$ cat src/hw/rtl/dwd_pkg.sv
// Shared types and constants for the double-word divider.
// No dependencies.
package dwd_pkg;
	localparam int WORD_BITS  = 64;
	localparam int FIELD_BITS = 64;
	localparam int STEPS      = 2 * WORD_BITS;

	typedef logic [WORD_BITS-1:0]   word_t;
	typedef logic [2*WORD_BITS-1:0] dword_t;
	typedef logic [FIELD_BITS-1:0]  field_t;

	typedef struct packed {
		word_t  rem;
		dword_t num;
		word_t  q;
		word_t  d;
	} dwd_work_t;
endpackage

$ cat src/hw/rtl/dwd_out.sv
// Output register with a skid stage; generates the pipeline advance enable.
// Depends on dwd_pkg.
module dwd_out (
	input  logic            clk,
	input  logic            arst_n,
	input  logic            pipe_v,
	input  dwd_pkg::word_t  pipe_q,
	output logic            en,
	output logic            out_valid,
	input  logic            out_ready,
	output dwd_pkg::field_t quotient
);
	import dwd_pkg::*;

	logic  out_valid_q, skid_valid_q, take;
	word_t out_q, skid_q;

	assign en   = !skid_valid_q;
	assign take = en && pipe_v;

	always_ff @(posedge clk or negedge arst_n) begin
		if (!arst_n) begin
			out_valid_q  <= 1'b0;
			skid_valid_q <= 1'b0;
		end else if (!out_valid_q || out_ready) begin
			if (skid_valid_q) begin
				out_valid_q  <= 1'b1;
				skid_valid_q <= 1'b0;
			end else begin
				out_valid_q <= take;
			end
		end else if (take) begin
			skid_valid_q <= 1'b1;
		end
	end

	always_ff @(posedge clk) begin
		if (!out_valid_q || out_ready) begin
			out_q <= skid_valid_q ? skid_q : pipe_q;
		end else if (take) begin
			skid_q <= pipe_q;
		end
	end

	assign out_valid = out_valid_q;
	assign quotient  = field_t'(out_q);
endmodule

$ cat config.mk
export PLATFORM = sky130hd
export DESIGN_NAME = dwd_out
export DESIGN_NICKNAME = d
export VERILOG_FILES = /design/src/hw/rtl/dwd_pkg.sv /design/src/hw/rtl/dwd_out.sv
export SDC_FILE = /design/constraint.sdc
export NUM_CORES = 1
export LEC_CHECK = 0
export BUFFER_PORTS_ARGS = -buffer_cell sky130_fd_sc_hd__buf_2
export CAP_MARGIN = 20
export CORE_UTILIZATION = 35
export CTS_CLUSTER_SIZE = 20
export DETAILED_ROUTE_END_ITERATION = 16
export PLACE_DENSITY = 0.68
export REMOVE_ABC_BUFFERS = 1
export SLEW_MARGIN = 25
export SYNTH_ARGS = -nofsm -noshare
export SYNTH_HDL_FRONTEND = slang
export SYNTH_SLANG_ARGS = --single-unit
$ cat constraint.sdc
create_clock -name clk -period 16.45 [get_ports clk]
set_clock_uncertainty 0.05 [all_clocks]
set_input_delay 3.29 -clock clk [delete_from_list [all_inputs] [get_ports clk]]
set_output_delay 3.29 -clock clk [all_outputs]
set_load 0.05 [all_outputs]
# Word level (Yosys, flattened, before mapping)
# Index checks and enable logic that the tools add are counted.
[classes]
mux = 4
reduce_logical = 6
bitwise = 1
[ops]
columns = ["op", "n"]
rows = [
  ["64-bit 2-to-1 mux", 1],
  ["1-bit 2-to-1 mux", 3],
  ["1-bit zero test", 2],
  ["2-bit AND reduction", 1],
  ["2-bit nonzero test", 1],
  ["1-bit logical AND", 1],
  ["1-bit logical OR", 1],
  ["1-bit NOT", 1],
]
[word_totals]
reg_bits = 130
elab_cells = 15
inputBits = 68
output_inout_bits = 66

# Logic depth before layout (Yosys ltp)
[logic_depth]
depth_word = 4
depth_mapped = 4
depth_no_buf = 2

# Worst setup path after synthesis
# Ideal clock, no wire load.
[synth_path]
path_type = "input-to-reg"
from = "in out_ready"
to = "reg skid_q[0] (enable)"
t_arrival_ps = 9677
n_path_buf = 0
setup_time_ps = 578
stages = 2
path_slack_ps = 6146
required_time_ps = 15822
cell_sequence = "nand2b_1 nor3b_1"
[synth_between]
elab_chain_cells = 3
[synth_rtl]
columns = ["element", "line", "rtl"]
rows = [
  ["from (decl)", "dwd_out.sv:10", "input logic out_ready,"],
  ["1-bit logical OR", "dwd_out.sv:38", "if (!out_valid_q || out_ready) begin"],
  ["1-bit NOT (no line)", "-", ""],
  ["2-bit AND reduction (no line)", "-", ""],
  ["to (signal assigned)", "dwd_out.sv:41", "skid_q <= pipe_q;"],
  ["to (decl)", "dwd_out.sv:16", "word_t out_q, skid_q;"],
]
# Every way passes these cells.
# A chain may end at the register's enable or synchronous reset.

# Worst setup path in the final report
[layout_path]
from = "in out_ready"
to = "reg skid_q[43] (enable)"
# Same word-level chain as after synthesis.

==> flow_results.xml <==
<?xml version="1.0" encoding="UTF-8"?>
<metrics>
  <group name="worst_setup_path">
    <metric name="worst-endpoint-required" unit="ns">16.44</metric>
    <metric name="critical_path.n_buffers_inverters" unit="">2</metric>
    <metric name="cpLargestDelayFamily" unit="">simple AND/OR/NAND/NOR gates</metric>
    <metric name="critical_path_cell_by_cell" unit="">buf_2, nand2b_4, nor3b_2, buf_4</metric>
    <metric name="worstPathArrival" unit="ns">4.98</metric>
    <metric name="cpMaxStageDelayCell" unit="">sky130_fd_sc_hd__nand2b_4</metric>
    <metric name="timing_worst_setup_path_type" unit="">in2reg</metric>
    <metric name="worstSetupEndpointType" unit="">flip-flop</metric>
    <metric name="timing.critical_path.fanout_max" unit="">67</metric>
    <metric name="critical-path-max-stage-delay" unit="ns">0.58</metric>
    <metric name="worst_setup_path_start_kind" unit="">input pin</metric>
  </group>
  <group name="floorplan">
    <metric name="core_region_area" unit="sq um">13300</metric>
    <metric name="die_area" unit="sq um">14100</metric>
    <metric name="ios" unit="">134</metric>
    <metric name="die_w" unit="um">119</metric>
    <metric name="floorplan.initialDensity" unit="">0.359</metric>
    <metric name="std_cell_rows" unit="">42</metric>
    <metric name="die_h" unit="um">119</metric>
  </group>
  <group name="global_route">
    <metric name="grt_use_met2" unit="">0.197</metric>
    <metric name="grt_util_all_layers" unit="">0.127</metric>
    <metric name="fraction_of_met1_tracks_used_by_global_routing" unit="">0.152</metric>
    <metric name="first_global_vias" unit="">2555</metric>
    <metric name="antenna_violations_before_repair" unit="">0</metric>
    <metric name="global_route_wire_length_before_repair" unit="mm">13.3</metric>
    <metric name="grt_max_degree" unit="">68</metric>
    <metric name="globalRoute.busiestLayer" unit="">met2</metric>
    <metric name="total_grt_overflow" unit="">0</metric>
    <metric name="grtUsageMet3" unit="">0.0532</metric>
  </group>
  <group name="clock_network">
    <metric name="cts_resized" unit="">0</metric>
    <metric name="tritoncts.num_buffers" unit="">17</metric>
    <metric name="cts_max_path_buffers" unit="">2</metric>
    <metric name="tritoncts_num_sinks" unit="">130</metric>
    <metric name="cts_root_buffer" unit="">sky130_fd_sc_hd__clkbuf_16</metric>
    <metric name="tritoncts" unit="">done</metric>
    <metric name="path_clk_slew" unit="ns">0.05</metric>
    <metric name="insertion_delay" unit="ns">0.40</metric>
    <metric name="ctsHtreeMaxLevel" unit="">4</metric>
    <metric name="postCtsSetupRepairBufs" unit="">0</metric>
    <metric name="postCtsHoldBufs" unit="">0</metric>
  </group>
  <group name="synth">
    <metric name="synthesis.instances" unit="">207</metric>
    <metric name="yosysWarnings" unit="">0</metric>
    <metric name="postSynthRegisterBits" unit="">130</metric>
    <metric name="post-synth-top-area-fraction" unit="">0.804</metric>
    <metric name="synth_unique_cells" unit="">12</metric>
    <metric name="postSynthAreaPerCell" unit="sq um">23.1</metric>
    <metric name="synth-seq-area-share" unit="">0.815</metric>
    <metric name="synth.cell_area" unit="sq um">4780</metric>
    <metric name="synth_top_area_cell" unit="">sky130_fd_sc_hd__edfxtp_1</metric>
    <metric name="synth.top_cells.by_area" unit="">sky130_fd_sc_hd__edfxtp_1 80%, sky130_fd_sc_hd__mux2_2 8.7%, sky130_fd_sc_hd__mux2_4 6.3%, sky130_fd_sc_hd__mux2_1 1.6%, sky130_fd_sc_hd__dfrtp_1 1.0%</metric>
  </group>
  <group name="finish">
    <metric name="final_standard_cell_count_with_taps_included_and_fillers_excluded" unit="">544</metric>
    <metric name="finish.net_count" unit="">423</metric>
    <metric name="layout-drive-gt1-share" unit="">0.611</metric>
    <metric name="post-route-util" unit="">0.471</metric>
    <metric name="antenna_cells_inserted" unit="">0</metric>
    <metric name="area_growth" unit="%">31.0</metric>
  </group>
  <group name="job">
    <metric name="max-cap-violations" unit="">0</metric>
  </group>
  <group name="routing">
    <metric name="totalWireLength" unit="mm">8.30</metric>
    <metric name="routed_wire_length_per_instance" unit="um">15.2</metric>
    <metric name="antenna_violating_nets_post_route" unit="">0</metric>
    <metric name="route.vias.total" unit="">2380</metric>
    <metric name="routed_vias_inst" unit="">4.38</metric>
    <metric name="dr_drc_count" unit="">0</metric>
    <metric name="detailedRoute.firstPassIterationCount" unit="">4</metric>
    <metric name="detailedRoute.firstIterationViolations" unit="">125</metric>
  </group>
  <group name="sta">
    <metric name="fin_setup_tns" unit="ns">0</metric>
    <metric name="period_share" unit="">0.303</metric>
    <metric name="setup_viol_count_final" unit="">0</metric>
    <metric name="period_needed" unit="ns">4.99</metric>
    <metric name="timing_worst_slew_pin_value" unit="ns">0.939</metric>
    <metric name="finalHoldViolations" unit="">0</metric>
    <metric name="slew-limit-headroom" unit="">0.374</metric>
    <metric name="fmax" unit="GHz">0.200</metric>
    <metric name="worst_hold_slack" unit="ns">0.483</metric>
    <metric name="rsz0062_at_grt" unit="">no</metric>
    <metric name="finalMaxSlewViolations" unit="">0</metric>
  </group>
  <group name="placement">
    <metric name="place_inst" unit="">512</metric>
    <metric name="numPortBuffers" unit="">133</metric>
    <metric name="hpwl" unit="mm">5.30</metric>
    <metric name="globalplace.congestion" unit="">0.658</metric>
  </group>
  <group name="power">
    <metric name="design_power_total" unit="mW">0.899</metric>
    <metric name="irDropWorstVdd" unit="V">0.0000621</metric>
    <metric name="power-per-cell-area" unit="nW/um^2">144</metric>
    <metric name="power.static_leakage" unit="nW">2.41</metric>
  </group>
  <group name="status">
    <metric name="run_status" unit="">finished, final reports clean</metric>
  </group>
  <group name="min_path">
    <metric name="worstHoldPathType" unit="">reg2reg</metric>
  </group>
</metrics>
[synth_stat cells]
cell type                  number
sky130_fd_sc_hd__buf_6          4
sky130_fd_sc_hd__mux2_1         7
sky130_fd_sc_hd__buf_2          3
sky130_fd_sc_hd__nand2b_1       1
sky130_fd_sc_hd__dfrtp_1        2
sky130_fd_sc_hd__nor2_1         2
sky130_fd_sc_hd__edfxtp_1     128
sky130_fd_sc_hd__nand2_1        1
sky130_fd_sc_hd__mux2_2        37
sky130_fd_sc_hd__nor3b_1        1
sky130_fd_sc_hd__inv_1          1
sky130_fd_sc_hd__mux2_4        20
[power by group]
group / leakage (nW) / total (mW) / switching [mW] / internal (mW)
sequential: 1.25 / 0.400 / 0.00715 / 0.393
combinational: 0.872 / 0.113 / 0.0804 / 0.0323
clock: 0.284 / 0.386 / 0.135 / 0.252
[per-layer routing]
metal  up-vias  wire length, um
met5         -                0
li1       1122                -
met2        99             3880
met4         0              154
met1      1146             3690
met3        13              564
[logic make-up after synthesis]
family,after synthesis,share of synthesized area
buffers and inverters,8,0.0134
DFF,130,0.815
and+or+nand+nor,5,0.00524
muxes,64,0.167
[flip-flops by register name, indices dropped and copies added (netlist names)]
register      cells
out_valid         1
skid_q           64
skid_valid_q      1
quotient         64
[layout make-up]
class / count / area, sq um
well taps: 176 / 220
inverters: 1 / 3.75
multi-input cells: 69 / 833
clock inverters: 15 / 191
clock buffers: 17 / 425
fillers: 1149 / 7040
flip-flops and latches: 130 / 3900
repair buffers: 136 / 688
[metrics by stage]
step,worst slack [ns],cell area [sq um]
final,11.46,6260
after global routing,11.29,6260
after floorplan,6.15,4720
after CTS,11.38,6260
after detailed placement,10.99,5640
after global placement,11.08,5640
[worst register-to-register path, delay by kind of cell (launching register included)]
family | cells | cell delay, ns
buffers and inverters | 1 | 0.54
and+or+nand+nor | 2 | 0.96
DFF | 1 | 0.43
[path summary, 6_finish.rpt]
kind	from	endpoint	slack (ns)	depth (start not counted)
min in group asynchronous	arst_n	out_valid	2.62	1
setup / recovery	out_ready	skid_q[43]	11.46	4
setup reg to reg	out_valid	skid_q[43]	14.05	3
hold / removal	skid_q[54]	quotient[54]	0.48	1
hold reg to reg	skid_q[54]	quotient[54]	0.48	1
max in group asynchronous	arst_n	skid_valid_q	13.61	1
[cell usage in the layout, fill, tap and decap left out]
cell type                      n
sky130_fd_sc_hd__buf_2       133
sky130_fd_sc_hd__buf_4         3
sky130_fd_sc_hd__bufinv_16     4
sky130_fd_sc_hd__clkbuf_16    17
sky130_fd_sc_hd__clkinv_1      3
sky130_fd_sc_hd__clkinv_2      1
sky130_fd_sc_hd__clkinv_4      2
sky130_fd_sc_hd__clkinvlp_4    5
sky130_fd_sc_hd__dfrtp_1       1
sky130_fd_sc_hd__dfrtp_4       1
sky130_fd_sc_hd__edfxtp_1    128
sky130_fd_sc_hd__inv_1         1
sky130_fd_sc_hd__mux2_1        7
sky130_fd_sc_hd__mux2_2       37
sky130_fd_sc_hd__mux2_4       20
sky130_fd_sc_hd__nand2_1       1
sky130_fd_sc_hd__nand2b_4      1
sky130_fd_sc_hd__nor2_1        2
sky130_fd_sc_hd__nor3b_2       1
No activity file was read; power rests on OpenSTA's default activity.
