===== src/hw/rtl/dwd_pkg.sv =====
// Shared types and constants for the double-word divider.
// No dependencies.
package dwd_pkg;
	localparam int WORD_BITS  = 64;
	localparam int FIELD_BITS = 64;
	localparam int STEPS      = 2 * WORD_BITS;

	typedef logic [WORD_BITS-1:0]   word_t;
	typedef logic [2*WORD_BITS-1:0] dword_t;
	typedef logic [FIELD_BITS-1:0]  field_t;

	typedef struct packed {
		word_t  rem;
		dword_t num;
		word_t  q;
		word_t  d;
	} dwd_work_t;
endpackage


===== src/hw/rtl/dwd_prep.sv =====
// Input stage: mask the fields to the word width and reduce the high word once.
// Depends on dwd_pkg.
module dwd_prep (
	input  logic              clk,
	input  logic              arst_n,
	input  logic              en,
	input  logic              in_v,
	input  dwd_pkg::field_t   hi_in,
	input  dwd_pkg::field_t   lo_in,
	input  dwd_pkg::field_t   d_in,
	output logic              out_v,
	output dwd_pkg::dwd_work_t out_w
);
	import dwd_pkg::*;

	word_t     hi, lo, d, hi_red;
	logic      v_s1;
	dwd_work_t w_s1;

	assign hi     = hi_in[WORD_BITS-1:0];
	assign lo     = lo_in[WORD_BITS-1:0];
	assign d      = d_in[WORD_BITS-1:0];
	assign hi_red = (hi >= d) ? hi - d : hi;

	always_ff @(posedge clk or negedge arst_n) begin
		if (!arst_n) begin
			v_s1 <= 1'b0;
		end else if (en) begin
			v_s1 <= in_v;
		end
	end

	// zero divisor needs no special path: every step then sets its quotient bit
	always_ff @(posedge clk) begin
		if (en) begin
			w_s1.rem <= '0;
			w_s1.num <= {hi_red, lo};
			w_s1.q   <= '0;
			w_s1.d   <= d;
		end
	end

	assign out_v = v_s1;
	assign out_w = w_s1;
endmodule


===== config.mk =====
export PLATFORM = sky130hd
export DESIGN_NAME = dwd_prep
export DESIGN_NICKNAME = d
export VERILOG_FILES = /design/src/hw/rtl/dwd_pkg.sv /design/src/hw/rtl/dwd_prep.sv
export SDC_FILE = /design/constraint.sdc
export NUM_CORES = 1
export LEC_CHECK = 0
export BUFFER_PORTS_ARGS = -buffer_cell sky130_fd_sc_hd__buf_2
export CAP_MARGIN = 25
export CORE_AREA = 2 2 201 203
export CTS_BUF_LIST = sky130_fd_sc_hd__clkbuf_8
export CTS_CLUSTER_SIZE = 40
export DETAILED_ROUTE_END_ITERATION = 8
export DIE_AREA = 0 0 203 205
export GPL_ROUTABILITY_DRIVEN = 0
export SLEW_MARGIN = 20
export SYNTH_ARGS = -nofsm -noshare
export SYNTH_HDL_FRONTEND = slang
export SYNTH_SLANG_ARGS = --single-unit

===== constraint.sdc =====
create_clock -name clk -period 0.8 [get_ports clk]
set_input_delay 0.04 -clock clk [delete_from_list [all_inputs] [get_ports clk]]
set_output_delay 0.04 -clock clk [all_outputs]
set_load 0.01 [all_outputs]

---- After elaboration in Yosys (flattened, before gate mapping) ----
Cells that the tools add are included.
Widths: inputs -> output; s select.
storage, ports and cells
  output and inout bits ................... 321
  bits in registers ....................... 193
cells by class
  $lt $le $gt $ge ......................... 1
  add/sub/neg operators ................... 1
  mux-type cells .......................... 1
operators with widths
  kind            number
  $ge 64x64->1    1
  $mux 64         1
  $sub 64x64->64  1

---- Depth between registers and ports, before layout ----
Gate-level depths: netlist (run 1).
  depth after elaboration ................. 2
  depth in mapped cells ................... 15
  gate-level depth less buffers ........... 13

---- Least setup slack after synthesis (run 1) ----
Ideal clock, no wire load.
  path type ............................... input to register
  start point ............................. in hi_in[0]
  end point ............................... reg w_s1 (netlist bit out_w[240]) (data pin)
  path buffers ............................ 1
  cell stages on the path ................. 14
  slack ................................... -2157 ps
  arrival time ............................ 2701 ps
  library setup time ...................... 256 ps
  data required time ...................... 544 ps
  path through ............................ inv_1 -> ha_1 -> fa_1 -> nand2b_1 -> a21o_1 -> nand3_1 -> a21oi_1 -> o21a_1 -> o221ai_2 -> a221o_1 -> nand2_1 -> buf_4 -> or4_1 -> o211a_1
on the way
  longest elaborated chain between the ends .. 2
  elaborated cells between the ends (all ways) .. 3
RTL lines
  item                                            RTL line        text
  start: declaration                              dwd_prep.sv:8   input dwd_pkg::field_t hi_in,
  $sub 64x64->64 or $ge 64x64->1 (tied branches)  dwd_prep.sv:23  assign hi_red = (hi >= d) ? hi - d : hi;
  $mux 64 (*)                                     dwd_prep.sv:23
  via hi_red[48]                                  dwd_prep.sv:16  word_t hi, lo, d, hi_red;
  end: declaration                                dwd_prep.sv:18  dwd_work_t w_s1;
Mark *: on every way through the listed nets, which the timed path passes. The rest lies on a longest branch.
A chain may end at the register's enable or synchronous reset.

---- Final worst setup path (run 1) ----
  start point ............................. in d_in[44]
  end point ............................... reg w_s1 (netlist bit out_w[255]) (data pin)
on the way
  longest elaborated chain between the ends .. 2
  elaborated cells between the ends (all ways) .. 3
RTL lines
  item                                            RTL line        text
  start: declaration                              dwd_prep.sv:10  input dwd_pkg::field_t d_in,
  $sub 64x64->64 or $ge 64x64->1 (tied branches)  dwd_prep.sv:23
  $mux 64 (*)                                     dwd_prep.sv:23
  via hi_red[63]                                  dwd_prep.sv:16
Marks and branches as above.

==> impl_metrics.json, run 1 <==
{
  "status": "finished, violations left",
  "post_dp_cell_area_sq_um": 16000,
  "cp.required_ps": 1090,
  "grt_pass1_vias": 12200,
  "cap_violations": 0,
  "finalCritPeriodShare_pct": 304,
  "rsz0062_at_grt": "yes",
  "timing_worst_setup_path_type": "in -> reg",
  "met1_usage_pct": 23.7,
  "synth_ff_type": "edfxtp_1",
  "crit_arrival_ps": 2720,
  "drt_wl_total_mm": 47.6,
  "grt_use_met3_pct": 5.23,
  "clkLatencyLatePin_ps": 530,
  "yosysSeqAreaShare_pct": 50.0,
  "nNetsFinal": 2296,
  "rows": 73,
  "core_sq_um": 39400,
  "async_reset_ff_share_pct": 0.518,
  "relSlewSlack_pct": 47.5,
  "vias_per_cell": 4.60,
  "postLayoutCoreUtil_pct": 52.1,
  "start_util_pct": 29.4,
  "synth.top_cells.by_area": "edfxtp_1 50%, buf_4 9.0%, ha_1 6.9%",
  "antenna_found_initial": 4,
  "hold_slack_ps": -51.6,
  "synth_cells": 1121,
  "root_buffer": "clkbuf_8",
  "gr-total-overflow": 0,
  "ys_ff_latch": 193,
  "clkSinkCount": 193,
  "h-tree-depth": 4,
  "fmaxAchievable_ghz": 0.412,
  "worst_pin_slew_ps": 781,
  "worst_setup_path_start_kind": "input port",
  "rrSetupSlack_ps": -70,
  "yosysWarnings": 0,
  "portBuffers": 388,
  "grt_pass1_wl_mm": 68.4,
  "clkTransAtPathRegs_ps": 120,
  "syn-cell-area_sq_um": 11600,
  "pin_count": 517,
  "dieArea_sq_um": 41600,
  "grt_max_degree": 24,
  "grt_usage_pct": 22.1,
  "ys_types": 57,
  "cts_buffers": 17,
  "synth-edff-count": 192,
  "crit_fanout": 3,
  "hp-class": "in -> reg",
  "min_period_ps": 2430,
  "synth_top_cell_area_share_pct": 49.8,
  "critPathCaptureType": "register",
  "area_delta_synth_final_pct": 77.0,
  "top_usage_layer": "met2",
  "hpwl_mm": 32.8,
  "synthTopCellsByCount": "192 x edfxtp_1, 139 x buf_4, 119 x nand2_1",
  "vias": 11800,
  "synth_top_area_cell": "edfxtp_1",
  "ant_nets": 0,
  "yosys.cell_count.top_type": "edfxtp_1",
  "cellPowerDensity_nw_per_um2": 1560,
  "final_area_sq_um": 20500,
  "wl_per_cell_um": 18.5,
  "dr.pass1.iters": 5,
  "setup_viol": 265,
  "grt_use_met2_pct": 41.1,
  "p_leak_nw": 9.39,
  "layout-drive-gt1-share_pct": 47.7,
  "ir_drop_v": 0.00112,
  "max-clock-path-buffers": 2,
  "drt_iter0_drc": 699,
  "cts_tree": "built",
  "die_x_um": 203,
  "hold_viol": 8,
  "p_total_mw": 31.9,
  "violations": "negative hold slack, negative setup slack",
  "die_y_um": 205,
  "setup_ws_ps": -1630,
  "synth.avg_cell_area_sq_um": 10.3,
  "finalClockSkew_ps": 0,
  "drcViolationCount": 0,
  "finalMaxSlewViolations": 0
}
[worst max-delay path: stages]
cell	delay (ps)
buf_8	90
inv_8	30
ha_4	260
nand4_1	210
or4_4	590
or4_4	440
a21oi_4	210
buf_6	130
nor3_4	30
o21ai_2	230
a41oi_2	170
xor2_1	200
o21ai_2	100
[kinds of logic (layout without fill, tap and decap cells)]
family	count (synthesis)	in the layout	synth area share, %
buf+inv	258	1058	13.0
other cells	1	129	0.0324
xor+xnor	57	57	4.31
mux	1	1	0.0972
flops	193	193	50.0
simple gates	252	252	9.89
fa+ha+maj	65	65	7.09
compound gates	294	294	15.6
[per-stage QoR]
stage / std cells / setup TNS (ps) / setup slack, ps
floorplan: 1248 / -110160 / -1890
global placement: 2279 / -149400 / -2470
detailed placement: 2279 / -151610 / -2490
CTS: 2554 / -161020 / -1710
global route: 2573 / -172210 / -1730
finish: 2574 / -156400 / -1630
[path summary, 6_finish.rpt]
| kind | from | cells after the start | to |
|---|---|---|---|
| worst min-delay path | en | 2 | out_w[191] |
| max in group asynchronous | arst_n | 3 | out_v |
| worst max-delay path | d_in[44] | 13 | out_w[255] |
| min in group asynchronous | arst_n | 3 | out_v |
| worst min register to register | out_v | 2 | out_v |
| worst max register to register | out_v | 2 | out_v |
[power breakdown]
part	internal, mW	switching, mW
logic	6.37	6.44
registers	12.3	0.312
clock network	2.29	4.19
[registers in the layout, summed over array words and instances (netlist names)]
name	cells
out_v	1
out_w	192
[what timing repair did]
action / in CTS / in global routing
gates cloned: 12 / 2
resized for setup: 288 / 85
buffers inserted: 37 / 18
hold buffers: 196 / 4
pin swaps: 72 / 51
hold endpoints to repair: 210 / 18
endpoints found under the setup margin: 257 / 273
[area by class of cell]
type | instances | area (sq um)
Antenna cell | 1 | 2.50
Clock buffer | 17 | 234
Fill cell | 3388 | 18900
Tap cell | 525 | 657
Multi-Input combinational cell | 797 | 5980
Inverter | 83 | 352
Timing Repair Buffer | 943 | 7350
Clock inverter | 15 | 141
Sequential cell | 193 | 5790
[per-layer routing]
metal,wire length (um),part of all wire [%],vias up
met5,55,0.12,-
met4,1810,3.8,8
met3,3290,6.9,92
met2,24800,52,564
met1,17600,37,5585
li1,-,-,5579
[cells in the final DEF, fill, tap and decap left out, types with 14 or more instances in the layout]
master / count
o21ai_2: 48
xnor2_1: 27
buf_6: 41
buf_4: 319
xor2_1: 24
nand2_1: 95
nor2_1: 43
dlygate4sd3_1: 198
a21o_1: 30
ha_4: 26
edfxtp_1: 192
o21bai_1: 14
o21ai_0: 29
ha_1: 36
nand4_1: 27
a21oi_1: 67
conb_1: 128
clkbuf_8: 18
o21ai_1: 20
buf_2: 351
inv_1: 69
a21oi_2: 15
Power figures use the tool's default switching activity.
==> inputs of run 2 (changes only) <==
- ABC_AREA: not set -> 1
- CORE_AREA: 2 2 201 203 -> 2 2 203 205
- DIE_AREA: 0 0 203 205 -> 0 0 205 207
==> run 2 against run 1 <==
Net effect:
- the flow finishes with violations (negative setup slack)
- sequential power is essentially flat
- register-to-register slack lost 30 ps
- highest routed layer unchanged
- worst hold slack better by 160 ps
- global-route usage grew 2.8 points
- critical endpoint is now out_w[200]
- non-clock buffer count increased by 9
- largest power group unchanged
==> impl_metrics.json, run 2 <==
{
  "status": "finished, violations left",
  "violations": "negative setup slack",
  "drt_iter0_drc": 1026,
  "portBuffers": 388,
  "yosysSeqAreaShare_pct": 41.4,
  "drt_wl_total_mm": 57.0,
  "ant_nets": 0,
  "setup_ws_ps": -874,
  "hpwl_mm": 42.1,
  "crit_buf_inv": 6,
  "synth.avg_cell_area_sq_um": 7.29,
  "finalClockSkew_ps": 0,
  "synthTopCellsByCount": "702 x nand2_1, 408 x inv_1, 192 x edfxtp_1",
  "post_dp_cell_area_sq_um": 18800,
  "synth.top_cells.by_area": "edfxtp_1 41%, nand2_1 19%, inv_1 11%",
  "syn-cell-area_sq_um": 14000,
  "wl_per_cell_um": 16.7,
  "p_leak_nw": 12.3,
  "seqCellArea_sq_um": 5790,
  "path_cells": "buf_8 -> inv_12 -> ha_4 -> fa_2 -> inv_2 -> nand3_2 -> nand2_4 -> nand2_4 -> nand2_4 -> nand2_2 -> nand2_2 -> nand2_2 -> nand2_4 -> buf_12 -> o21ai_4 -> buf_6 -> buf_12 -> nand3_1 -> nand2_1",
  "synth_top_area_cell": "edfxtp_1",
  "cap_violations": 0,
  "dieArea_sq_um": 42400,
  "h-tree-depth": 4,
  "yosysWarnings": 0,
  "die_x_um": 205,
  "pin_count": 517,
  "fmaxAchievable_ghz": 0.597,
  "timing.setup.tns_ps": -110600,
  "root_buffer": "clkbuf_8",
  "final_cell_mix": "607 x nand2_1, 382 x inv_1, 375 x buf_2, 323 x buf_4, 202 x dlygate4sd3_1",
  "crit_fanout": 6,
  "grt_pass1_vias": 15100,
  "core_sq_um": 40400,
  "cellPowerDensity_nw_per_um2": 1410,
  "area_delta_synth_final_pct": 66.7,
  "grt_usage_pct": 24.9,
  "final_common_cell": "nand2_1",
  "clkSinkCount": 193,
  "crit_arrival_ps": 1970,
  "clkLatencyLatePin_ps": 520,
  "gr-total-overflow": 0,
  "max-clock-path-buffers": 2,
  "min_period_ps": 1670,
  "rows": 74,
  "antenna_found_initial": 3,
  "synth_ff_type": "edfxtp_1",
  "vias": 15400,
  "cp.required_ps": 1090,
  "crit_top_cell": "nand2_4",
  "dr.pass1.iters": 6,
  "grt_pass1_wl_mm": 80.9,
  "synth_top_cell_area_share_pct": 41.3,
  "p_total_mw": 32.8,
  "finalMaxSlewViolations": 0,
  "ir_drop_v": 0.00113,
  "ys_types": 35,
  "hold_slack_ps": 111,
  "die_y_um": 207,
  "final_area_sq_um": 23300,
  "ys_ff_latch": 193,
  "layout-drive-gt1-share_pct": 38.4,
  "yosys.cell_count.top_type": "nand2_1",
  "async_reset_ff_share_pct": 0.518,
  "clkTransAtPathRegs_ps": 100,
  "worst_setup_path_start_kind": "input port",
  "hp-class": "in -> reg",
  "synth-edff-count": 192,
  "postLayoutCoreUtil_pct": 57.7,
  "nNetsFinal": 3129,
  "crit_family": "simple AND/OR/NAND/NOR gates",
  "critPathMaxStageDelay_ps": 350,
  "drcViolationCount": 0,
  "grt_max_degree": 42,
  "vias_per_cell": 4.52,
  "fill_cells": 3668,
  "hold_viol": 0,
  "rsz0062_at_grt": "yes",
  "timing_worst_setup_path_type": "in -> reg",
  "cts_tree": "built",
  "largest_reg_flops": 192,
  "finalCritPeriodShare_pct": 209,
  "critPathCaptureType": "register",
  "cts_buffers": 17,
  "multi_input_area_sq_um": 7650,
  "cpMaxStageDelayCell": "fa_2",
  "synth_cells": 1917,
  "start_util_pct": 34.6,
  "setup_viol": 258
}
[run 2: per-layer routing]
layer  global-route usage [%]  vias up  part of all wire (%)
met5                        0        -                 0.056
met4                     9.55        4                   3.9
li1                         -     7551                     -
met2                     44.6      663                    50
met3                     4.56      119                   6.8
met1                     29.2     7102                    39
[run 2: what timing repair did]
item,in CTS,in global routing
pin swaps,16,34
buffers inserted,12,17
setup endpoints to repair,257,427
endpoints found under the hold margin,211,6
cloned,3,10
gates resized for setup,124,221
hold buffers,205,2
[run 2: final timing paths]
path / start / end / slack (ps) / cells past startpoint
max: hi_in[0] / out_w[200] / -870 / 19
min: hi_in[16] / out_w[208] / 110 / 5
max reg2reg: out_v / out_v / -100 / 2
min reg2reg: out_v / out_v / 660 / 2
max in group asynchronous: arst_n / out_v / 340 / 3
min in group asynchronous: arst_n / out_v / 350 / 3
[run 2: final cells by class]
| type | instances | share of cell area (%) |
|---|---|---|
| Inverter | 414 | 6.74 |
| Sequential cell | 193 | 24.9 |
| Tap cell | 532 | 2.86 |
| Clock buffer | 17 | 1.00 |
| Antenna cell | 1 | 0.0107 |
| Clock inverter | 15 | 0.811 |
| Multi-Input combinational cell | 1290 | 32.9 |
| Timing Repair Buffer | 952 | 30.9 |
[run 2: cells by family after synthesis]
kind of cell	Yosys count	synth area share, %
buffers and inverters	561	18.9
xor gates and xnor gates	31	1.94
adders and majority gates	65	5.87
other	1	0.0268
DFF	193	41.4
and+or+nand+nor	1020	30.0
muxes	1	0.0806
AOI/OAI and AO/OA	45	1.77
[run 2: report_power, final]
group,switching [mW],internal [mW]
logic,7.07,6.03
clock network,4.04,2.92
registers,0.351,12.4
[run 2: worst reg2reg max path: cells and delay by family, from the launching register on]
| kind | cells | cell delay, ps |
|---|---|---|
| buffers and inverters | 1 | 130 |
| multiplexers | 1 | 250 |
| flip-flops | 1 | 420 |
[run 2: metrics by stage]
| stage | setup WS, ps | std cells |
|---|---|---|
| after global routing | -928 | 3413 |
| final | -874 | 3414 |
| after global placement | -1570 | 3134 |
| after detailed placement | -1580 | 3134 |
| after floorplan | -1050 | 2044 |
| after CTS | -789 | 3386 |
