===== config.mk =====
export PLATFORM = sky130hd
export DESIGN_NAME = dwd_stage
export DESIGN_NICKNAME = d
export VERILOG_FILES = /design/src/hw/rtl/dwd_pkg.sv /design/src/hw/rtl/dwd_stage.sv
export SDC_FILE = /design/constraint.sdc
export NUM_CORES = 1
export LEC_CHECK = 0
export BUFFER_PORTS_ARGS = -buffer_cell sky130_fd_sc_hd__buf_2
export CELL_PAD_IN_SITES_DETAIL_PLACEMENT = 1
export CELL_PAD_IN_SITES_GLOBAL_PLACEMENT = 1
export CORE_AREA = 2 2 254 256
export CTS_CLUSTER_SIZE = 12
export DETAILED_ROUTE_END_ITERATION = 16
export DIE_AREA = 0 0 256 258
export GPL_ROUTABILITY_DRIVEN = 0
export PLACE_DENSITY = 0.62
export SLEW_MARGIN = 40
export SYNTH_ARGS = -nofsm -noshare
export SYNTH_HDL_FRONTEND = slang
export SYNTH_SLANG_ARGS = --single-unit

===== constraint.sdc =====
create_clock -name clk -period 0.8 [get_ports clk]
set_input_delay 0.12 -clock clk [delete_from_list [all_inputs] [get_ports clk]]
set_output_delay 0.12 -clock clk [all_outputs]
set_load 0.05 [all_outputs]

===== src/hw/rtl/dwd_pkg.sv =====
// Shared types and constants for the double-word divider.
// No dependencies.
package dwd_pkg;
	localparam int WORD_BITS  = 64;
	localparam int FIELD_BITS = 64;
	localparam int STEPS      = 2 * WORD_BITS;

	typedef logic [WORD_BITS-1:0]   word_t;
	typedef logic [2*WORD_BITS-1:0] dword_t;
	typedef logic [FIELD_BITS-1:0]  field_t;

	typedef struct packed {
		word_t  rem;
		dword_t num;
		word_t  q;
		word_t  d;
	} dwd_work_t;
endpackage


===== src/hw/rtl/dwd_stage.sv =====
// One restoring-division step: shift in a dividend bit, compare, subtract.
// Depends on dwd_pkg.
module dwd_stage (
	input  logic               clk,
	input  logic               arst_n,
	input  logic               en,
	input  logic               in_v,
	input  dwd_pkg::dwd_work_t in_w,
	output logic               out_v,
	output dwd_pkg::dwd_work_t out_w
);
	import dwd_pkg::*;

	logic [WORD_BITS:0] shifted, diff;
	logic               ge;
	logic               v_s1;
	dwd_work_t          w_s1;

	assign shifted = {in_w.rem, in_w.num[2*WORD_BITS-1]};
	assign diff    = shifted - {1'b0, in_w.d};
	assign ge      = (shifted >= {1'b0, in_w.d});

	always_ff @(posedge clk or negedge arst_n) begin
		if (!arst_n) begin
			v_s1 <= 1'b0;
		end else if (en) begin
			v_s1 <= in_v;
		end
	end

	always_ff @(posedge clk) begin
		if (en) begin
			w_s1.rem <= ge ? diff[WORD_BITS-1:0] : shifted[WORD_BITS-1:0];
			w_s1.num <= {in_w.num[2*WORD_BITS-2:0], 1'b0};
			w_s1.q   <= {in_w.q[WORD_BITS-2:0], ge};
			w_s1.d   <= in_w.d;
		end
	end

	assign out_v = v_s1;
	assign out_w = w_s1;
endmodule


After elaboration in Yosys (flattened, before gate mapping)
Cells that the tools add are included.
Cells by class
  $add $sub $neg: 1
  mux-type cells: 1
  magnitude comparators: 1
Operators by type and width (number)
  $ge A65 B64 Y1: 1
  $mux W64: 1
  $sub A64 B64 Y64: 1
Word-level totals
  register bits: 320
  bits of input ports: 324

Logic depth before layout (Yosys ltp)
Gate-level depths: netlist of run 1.
  word-level depth: 2
  gate-level depth with buffers: 16

Worst setup path after synthesis of run 1
Ideal clock, no wire load.
  path type: input -> register
  start point: input in_w[17] (netlist bit)
  end point: register w_s1 (netlist bit out_w[315]), data pin
  path buffers: 4
  cell stages on the path: 16
  setup time: 266 ps
  arrival: 2680 ps
  slack: -2146 ps
  data required time: 534 ps
  cell sequence: inv_1 ha_1 buf_2 nand4_2 nor3_2 nand2_1 a2111oi_4 nor3_2 o31ai_4 a2111oi_2 or2_4 buf_6 buf_6 buf_2 nand2_1 o41ai_2
Between the ends
  cells in the longest elaborated chain, start to end: 2
  elaborated cells on any way between the ends: 3
  classes of those cells: add/sub: 1; order compare: 1; mux: 1
Ends and longest elaborated chain
  start: declaration: line dwd_stage.sv:8  | input dwd_pkg::dwd_work_t in_w,
  $sub A64 B64 Y64 or $ge A65 B64 Y1 (tied branches): line dwd_stage.sv:20, dwd_stage.sv:21
  $mux W64 *: line dwd_stage.sv:33  | w_s1.rem <= ge ? diff[WORD_BITS-1:0] : shifted[WORD_BITS-1:0];
  end: declaration: line dwd_stage.sv:17  | dwd_work_t w_s1;
Mark *: on every way between the ends. The rest lies on a longest branch, timed or not.
A chain may end at the register's enable or synchronous reset.

Final worst setup path of run 1
  start point: input in_w[36] (netlist bit)
  end point: register w_s1 (netlist bit out_w[277]), data pin
Between the ends
  cells in the longest elaborated chain, start to end: 2
Ends and longest elaborated chain
  $ge A65 B64 Y1: line dwd_stage.sv:21  | assign ge = (shifted >= {1'b0, in_w.d});
  $mux W64: line dwd_stage.sv:33
Every way passes these cells.

==> reports/results.ini, run 1 <==
[floorplan]
fp.dieW_microns = 256
die_h_microns = 258
row_count = 93
io_pins = 645
core_sq_um = 63600
die_area_sq_um = 66000
initial_core_util_pct = 22.8

[logic_synthesis]
netlist_area_sq_um = 14500
synthSimpleGateAreaFrac_pct = 8.51
synth_xor_area_share_pct = 3.56
synth_fa_ha_area_share_pct = 5.65
synth_top_family_by_area = compound AO/OA/AOI/OAI gates
synth_flop_cell = edfxtp_1
synth-seq-cells = 320
ys_seq_area_share_pct = 66.1
synth.area.mux_share_pct = 0.0775
synthCells = 1131
synth_nets = 1520
yosys_warnings = 0
synthTopCellsByCount = edfxtp_1, nand2_1, o21ai_0
synthArstFlopShare_pct = 0.313
syn_area_per_cell_sq_um = 12.8
yosysMostFrequentCell = edfxtp_1
synth_area_leader_cell = edfxtp_1
synth_area_leaders = edfxtp_1, ha_1, o21ai_0
synth_edf_count = 319
ys_types = 70
synth-compound-area-share_pct = 12.5
yosysTopAreaCellShare_pct = 66.0

[drt]
top_layer_used = met5
drtAntennaViolNets = 0
drt-met1-wl_mm = 30.4
drc = 0
dr_total_vias = 15100
drt-total-wl_mm = 85.1
firstDrtPassIters = 5
routedWlPerCell_microns = 25.5
dr_wl_met3_mm = 5.10
drt_iter0_drc = 700
met2_wirelength_mm = 45.0
viasPerCell = 4.52

[timing]
period_needed_ps = 2720
fin_crit_sh_pct = 340
maxSlewViolCount = 0
clock.fmax_mhz = 368
clock_skew_ps = 0
setup_viol = 389
worst_slack_ps = -1920
worst_pin_slew_ps = 776
rsz0062_at_grt = yes
hold_viol_final = 0
slew_headroom_pct = 47.6

[global_route]
antenna_found_initial = 25
grt_max_degree = 44
overflow = 0
grt_pass1_vias = 16800
grt_first_pass_wirelength_mm = 120
grtUsageTotal_pct = 24.8

[placed_design]
dp.cells = 2895
dp_hpwl_mm = 59.2
dp_slack_ps = -2850
port_buffers = 642

[worst_setup_path]
crit_arrival_ps = 3010
crit_required_ps = 1100
worstSetupPathType = in -> reg
slowest_delay_ps = 410
cp_slowest_cell = o41a_1
start_kind = input pin
worst_r2r_path_depth = 1
crit_chain = buf_8 -> inv_4 -> ha_4 -> nand2_4 -> o211ai_1 -> a21oi_2 -> o41a_1 -> or3_4 -> o31ai_4 -> a2111oi_4 -> or2_4 -> clkbuf_16 -> nand2_2 -> o21ai_4
crit_path_max_fanout = 7
end_kind = register

[power]
sw_frac_of_total_pct = 34.4
p_per_area_nw_per_um2 = 2080
leakage_uw = 0.0127
internal-power_uw = 40800
p_clk_share_pct = 30.0
combPwrFrac_pct = 35.4
netSwitchingPower_uw = 21400
p_seq_share_pct = 34.6
ir_drop_uv = 1290
power.total_uw = 62200

[clocking]
cts_tree = done
clk-insertion-delay-late_ps = 550
clockBufferDepth = 3
cts_sinks = 320
clkTransAtPathRegs_ps = 60
cts_made_buffers = 39
cts_root_buf = clkbuf_16
htree_levels = 2

[run_status]
status = complete, but fails checks
violations = negative setup slack

[job]
maxCapViolations = 0

[hold_path]
worstHoldPathCells = 3
hp-class = in -> reg

[finish]
fillers = 6744
synthToLayoutAreaGrowth_pct = 106
nNetsFinal = 2831
layout.cells.non_filler = 3339
drive_above_1_share_pct = 50.4

-- area by class of cell --
type	instances	area, sq um	share of cell area [%]
inverters	86	345	1.16
multi-input cells	687	5550	18.6
repair buffers	1308	12000	40.1
well taps	855	1070	3.58
clock inverters	23	285	0.955
flip-flops and latches	320	9610	32.2
diodes	14	35.0	0.117
clock buffers	46	1000	3.36
-- timing repair --
action,CTS,global route
setup endpoints to repair,385,390
pin swaps,52,67
hold endpoints to repair,323,4
buffers inserted,21,8
cloned,11,3
gates resized for setup,710,126
hold buffers,320,1
-- metrics by stage --
step	instance area [sq um]	hold WS (ps)	setup TNS, ps	utilization, %
after detailed placement	22100	-95.6	-208150	34.7
after CTS	29200	7.15	-271790	45.9
after global placement	22100	-96.0	-201710	34.7
final	29900	23.2	-265360	46.9
after global routing	29800	7.85	-283280	46.9
after floorplan	14900	-176	-131380	-
-- logic make-up (layout without fill, tap and decap cells) --
logic type                 Yosys count  in the layout
DFF                                320            320
other                                1             15
muxes                                1              1
buffers and inverters              126           1463
and+or+nand+nor                    266            268
xor gates and xnor gates            59             59
AOI/OAI and AO/OA                  293            293
adders and majority gates           65             65
-- sequential cells by signal, indices dropped and copies added, names as in the netlist --
signal	count
out_v	1
out_w	319
-- worst max-delay path: cells and delay by family --
family / cells / cell delay (ps)
AO/OA/AOI/OAI: 6 / 1300
AND/OR/NAND/NOR: 4 / 950
adder cells (fa/ha/maj): 1 / 290
buffers and inverters: 3 / 320
-- layer usage --
metal | up-vias | global-route usage, %
li1 | 6846 | -
met1 | 7511 | 26.4
met2 | 540 | 45.8
met3 | 174 | 6.36
met4 | 22 | 11.7
met5 | - | 0
-- placed cells by master (no fill, tap or decap), drive strengths merged, types with 3 or more instances in the layout --
master       netlist  final
buf               19    984
dlygate4sd3        0    320
edfxtp           319    319
nand2            129    129
o21ai            104    104
a21oi             87     87
inv               86     86
ha                64     64
nor2              53     53
clkbuf            21     50
xnor2             37     37
nand4             26     26
xor2              22     22
a21o              16     16
o21bai            16     16
clkinv             0     15
diode              0     14
nand2b            11     11
nand3             10     10
o211ai             8      8
o21a               8      8
a31oi              8      8
or2                6      8
o31ai              8      8
nor3               7      7
bufinv             0      6
nor4               6      6
a2111oi            5      5
a211oi             5      5
and2               3      3
nor2b              3      3
a211o              3      3
a221oi             3      3
or3                3      3
o41ai              3      3
-- power groups by stage --
stage | clock network (uW) | registers, uW | logic, uW
after global routing | 19600 | 21700 | 23000
after CTS | 18800 | 21500 | 21000
after detailed placement | 0 | 21400 | 16800
after global placement | 0 | 21400 | 16600
after floorplan | 0 | 26900 | 3690
final | 18600 | 21500 | 22000
-- path summary, 6_finish.rpt --
| kind | start | end | slack [ps] |
|---|---|---|---|
| worst max-delay path | in_w[36] | out_w[277] | -1920 |
| worst min-delay path | en | out_v | 20 |
| worst max register to register | out_v | out_v | 10 |
| worst min register to register | out_v | out_v | 550 |
| max in group asynchronous | arst_n | out_v | 180 |
| min in group asynchronous | arst_n | out_v | 480 |
(Power assumes the default switching activity.)
==> run 2: changes to the inputs <==
--- a/config.mk
+++ b/config.mk
@@ -18,3 +18,4 @@
 export SYNTH_ARGS = -nofsm -noshare
 export SYNTH_HDL_FRONTEND = slang
 export SYNTH_SLANG_ARGS = --single-unit
+export TNS_END_PERCENT = 30
==> reports/results.ini, run 2 (same netlist as run 1, synthesis figures left out) <==
[clocking]
htree_levels = 2  ; unchanged
clkTransAtPathRegs_ps = 60  ; about the same
cts_tree = done  ; unchanged
cts_root_buf = clkbuf_16  ; unchanged
clockBufferDepth = 3  ; unchanged
clk-insertion-delay-late_ps = 560  ; was 550 ps
cts_sinks = 320  ; unchanged
cts_made_buffers = 40  ; was 39

[global_route]
grtUsageTotal_pct = 23.5  ; was 24.8%
grt_max_degree = 34  ; was 44
grt_use_met1_pct = 22.7  ; was 26.4%
met2_usage_pct = 42.5  ; was 45.8%
gr-max-usage-layer = met2  ; unchanged
grt_first_pass_wirelength_mm = 114  ; was 120 mm
grt.met3_usage_pct = 8.75  ; was 6.36%
overflow = 0  ; unchanged
antenna_found_initial = 37  ; was 25
grt_pass1_vias = 16900  ; was 16800

[power]
combPwrFrac_pct = 35.6  ; was 35.4%
netSwitchingPower_uw = 21600  ; was 21400 uW
ir_drop_uv = 1350  ; was 1290 uV
internal-power_uw = 40700  ; was 40800 uW
leakage_uw = 0.0128  ; was 0.0127 uW
p_seq_share_pct = 34.4  ; was 34.6%
sw_frac_of_total_pct = 34.7  ; was 34.4%
p_per_area_nw_per_um2 = 2080  ; about the same
p_clk_share_pct = 30.0  ; about the same

[finish]
fillers = 6685  ; was 6744
layout.cells.non_filler = 3357  ; was 3339
final_common_cell = buf_2  ; was dlygate4sd3_1
most-common-layout-cells = buf_2, buf_4, dlygate4sd3_1  ; was dlygate4sd3_1, edfxtp_1, buf_4
multi_input_area_sq_um = 5850  ; was 5550 sq um
synthToLayoutAreaGrowth_pct = 106  ; about the same
nNetsFinal = 2844  ; was 2831
drive_above_1_share_pct = 52.8  ; was 50.4%
final_cell_area_sq_um = 29900  ; about the same
ff_latch_area_sq_um = 9600  ; was 9610 sq um
largest_reg_flops = 319  ; unchanged

[drt]
drtAntennaViolNets = 0  ; unchanged
viasPerCell = 4.52  ; about the same
drt_iter0_drc = 872  ; was 700
dr_total_vias = 15200  ; was 15100
drt-total-wl_mm = 83.0  ; was 85.1 mm
routedWlPerCell_microns = 24.7  ; was 25.5 microns
firstDrtPassIters = 4  ; was 5
drc = 0  ; unchanged

[job]
maxCapViolations = 0  ; unchanged

[timing]
clock.fmax_mhz = 374  ; was 368 MHz
period_needed_ps = 2680  ; was 2720 ps
worst_pin_slew_ps = 677  ; was 776 ps
clock_skew_ps = 0  ; unchanged
hold_viol_final = 7  ; was 0
setup_viol = 386  ; was 389
worst_slack_ps = -1880  ; was -1920 ps
maxSlewViolCount = 0  ; unchanged
slew_headroom_pct = 54.4  ; was 47.6%
hold_slack_ps = -19.3  ; was 23.2 ps
rsz0062_at_grt = yes  ; unchanged
fin_crit_sh_pct = 335  ; was 340%

[worst_setup_path]
end_kind = register  ; unchanged
endpoint = out_w[312]  ; was out_w[277]
crit_arrival_ps = 2990  ; was 3010 ps
crit_path_max_fanout = 7  ; unchanged
r2r-start = out_v  ; unchanged
worst_r2r_path_depth = 1  ; unchanged
start_kind = input pin  ; unchanged
r2r_end = out_v  ; unchanged
crit_start = in_w[33]  ; was in_w[36]
worstSetupPathType = in -> reg  ; unchanged
ff2ff_setup_slack_ps = -30  ; was 10 ps
crit_required_ps = 1110  ; was 1100 ps

[placed_design]
dp_hpwl_mm = 56.4  ; was 59.2 mm
dp_slack_ps = -2930  ; was -2850 ps
port_buffers = 642  ; unchanged
dpl-instance-area_sq_um = 22200  ; was 22100 sq um
dp.cells = 2900  ; was 2895

[floorplan]
io_pins = 645  ; unchanged
core_sq_um = 63600  ; unchanged
die_area_sq_um = 66000  ; unchanged
row_count = 93  ; unchanged
die_h_microns = 258  ; unchanged
initial_core_util_pct = 22.8  ; unchanged
fp.dieW_microns = 256  ; unchanged

[run_status]
status = complete, but fails checks  ; unchanged
violations = negative hold slack, negative setup slack  ; was negative setup slack

[hold_path]
hp-class = in -> reg  ; unchanged

[run 2: cell types whose count changed in the layout (fill, tap and decap cells not counted), sizes merged]
cell / change
buf: +13
or2: -2
clkbuf: +2
clkinvlp: +1
clkinv: -3
bufinv: -2
diode: +8
dlymetal6s4s: +1
[run 2: area by class of cell]
cell class | count | area share, %
tap | 855 | 3.57
sequential | 320 | 32.1
clock inverter | 19 | 0.735
inverter | 86 | 1.14
antenna | 22 | 0.184
clock buffer | 48 | 3.58
timing repair buffer | 1322 | 39.2
multi-input combinational | 685 | 19.5
[run 2: critical path: stages]
cell and delay (ps):
buf_4 120, inv_8 30, ha_4 260, nand4_1 140
o211ai_1 150, a21oi_2 110, o41a_1 370, or3_4 390
o31ai_4 290, a2111oi_4 110, or2_4 310, buf_12 170
buf_8 140, buf_16 140, nand2_2 50, o21ai_1 60
[run 2: power by group through the flow]
stage	Clock, uW	Sequential (uW)	Combinational, uW
5_1_grt	19600	21500	23100
3_5_place_dp	0	21400	16800
4_1_cts	18900	21200	20700
6_report	18700	21400	22200
3_3_place_gp	0	21400	16600
2_1_floorplan	0	26900	3660
[run 2: worst min path at each step]
| stage | from | end | slack, ps | cells after the start |
|---|---|---|---|---|
| floorplan | arst_n | out_v | -180 | 0 |
| global placement | arst_n | out_v | -110 | 1 |
| detailed placement | arst_n | out_v | -100 | 1 |
| CTS | in_w[259] | out_w[260] | -200 | 3 |
| global route | en | out_w[130] | -30 | 2 |
| finish | en | out_w[130] | -20 | 2 |
[run 2: repair_timing]
action	in CTS	in global routing
setup endpoints to repair	385	388
setup buffers	28	16
cloned	11	3
resized for setup	482	403
hold buffers	320	1
endpoints found under the hold margin	335	15
pin swaps	83	81
[run 2: per-stage QoR]
| stage | setup TNS (ps) | utilization, % | power [uW] |
|---|---|---|---|
| after floorplan | -132630 | - | 30600 |
| after global placement | -198440 | 34.8 | 37900 |
| after detailed placement | -204800 | 34.8 | 38200 |
| after CTS | -272800 | 45.1 | 60900 |
| after global routing | -281200 | 47.0 | 64300 |
| final | -262190 | 47.0 | 62300 |
[run 2: routing by layer]
metal | routed length (microns) | vias to the layer above | part of all wire [%]
li1 | - | 6879 | -
met2 | 43900 | 580 | 53
met3 | 5980 | 195 | 7.2
met5 | 142 | - | 0.17
met1 | 28300 | 7502 | 34
met4 | 4620 | 22 | 5.6
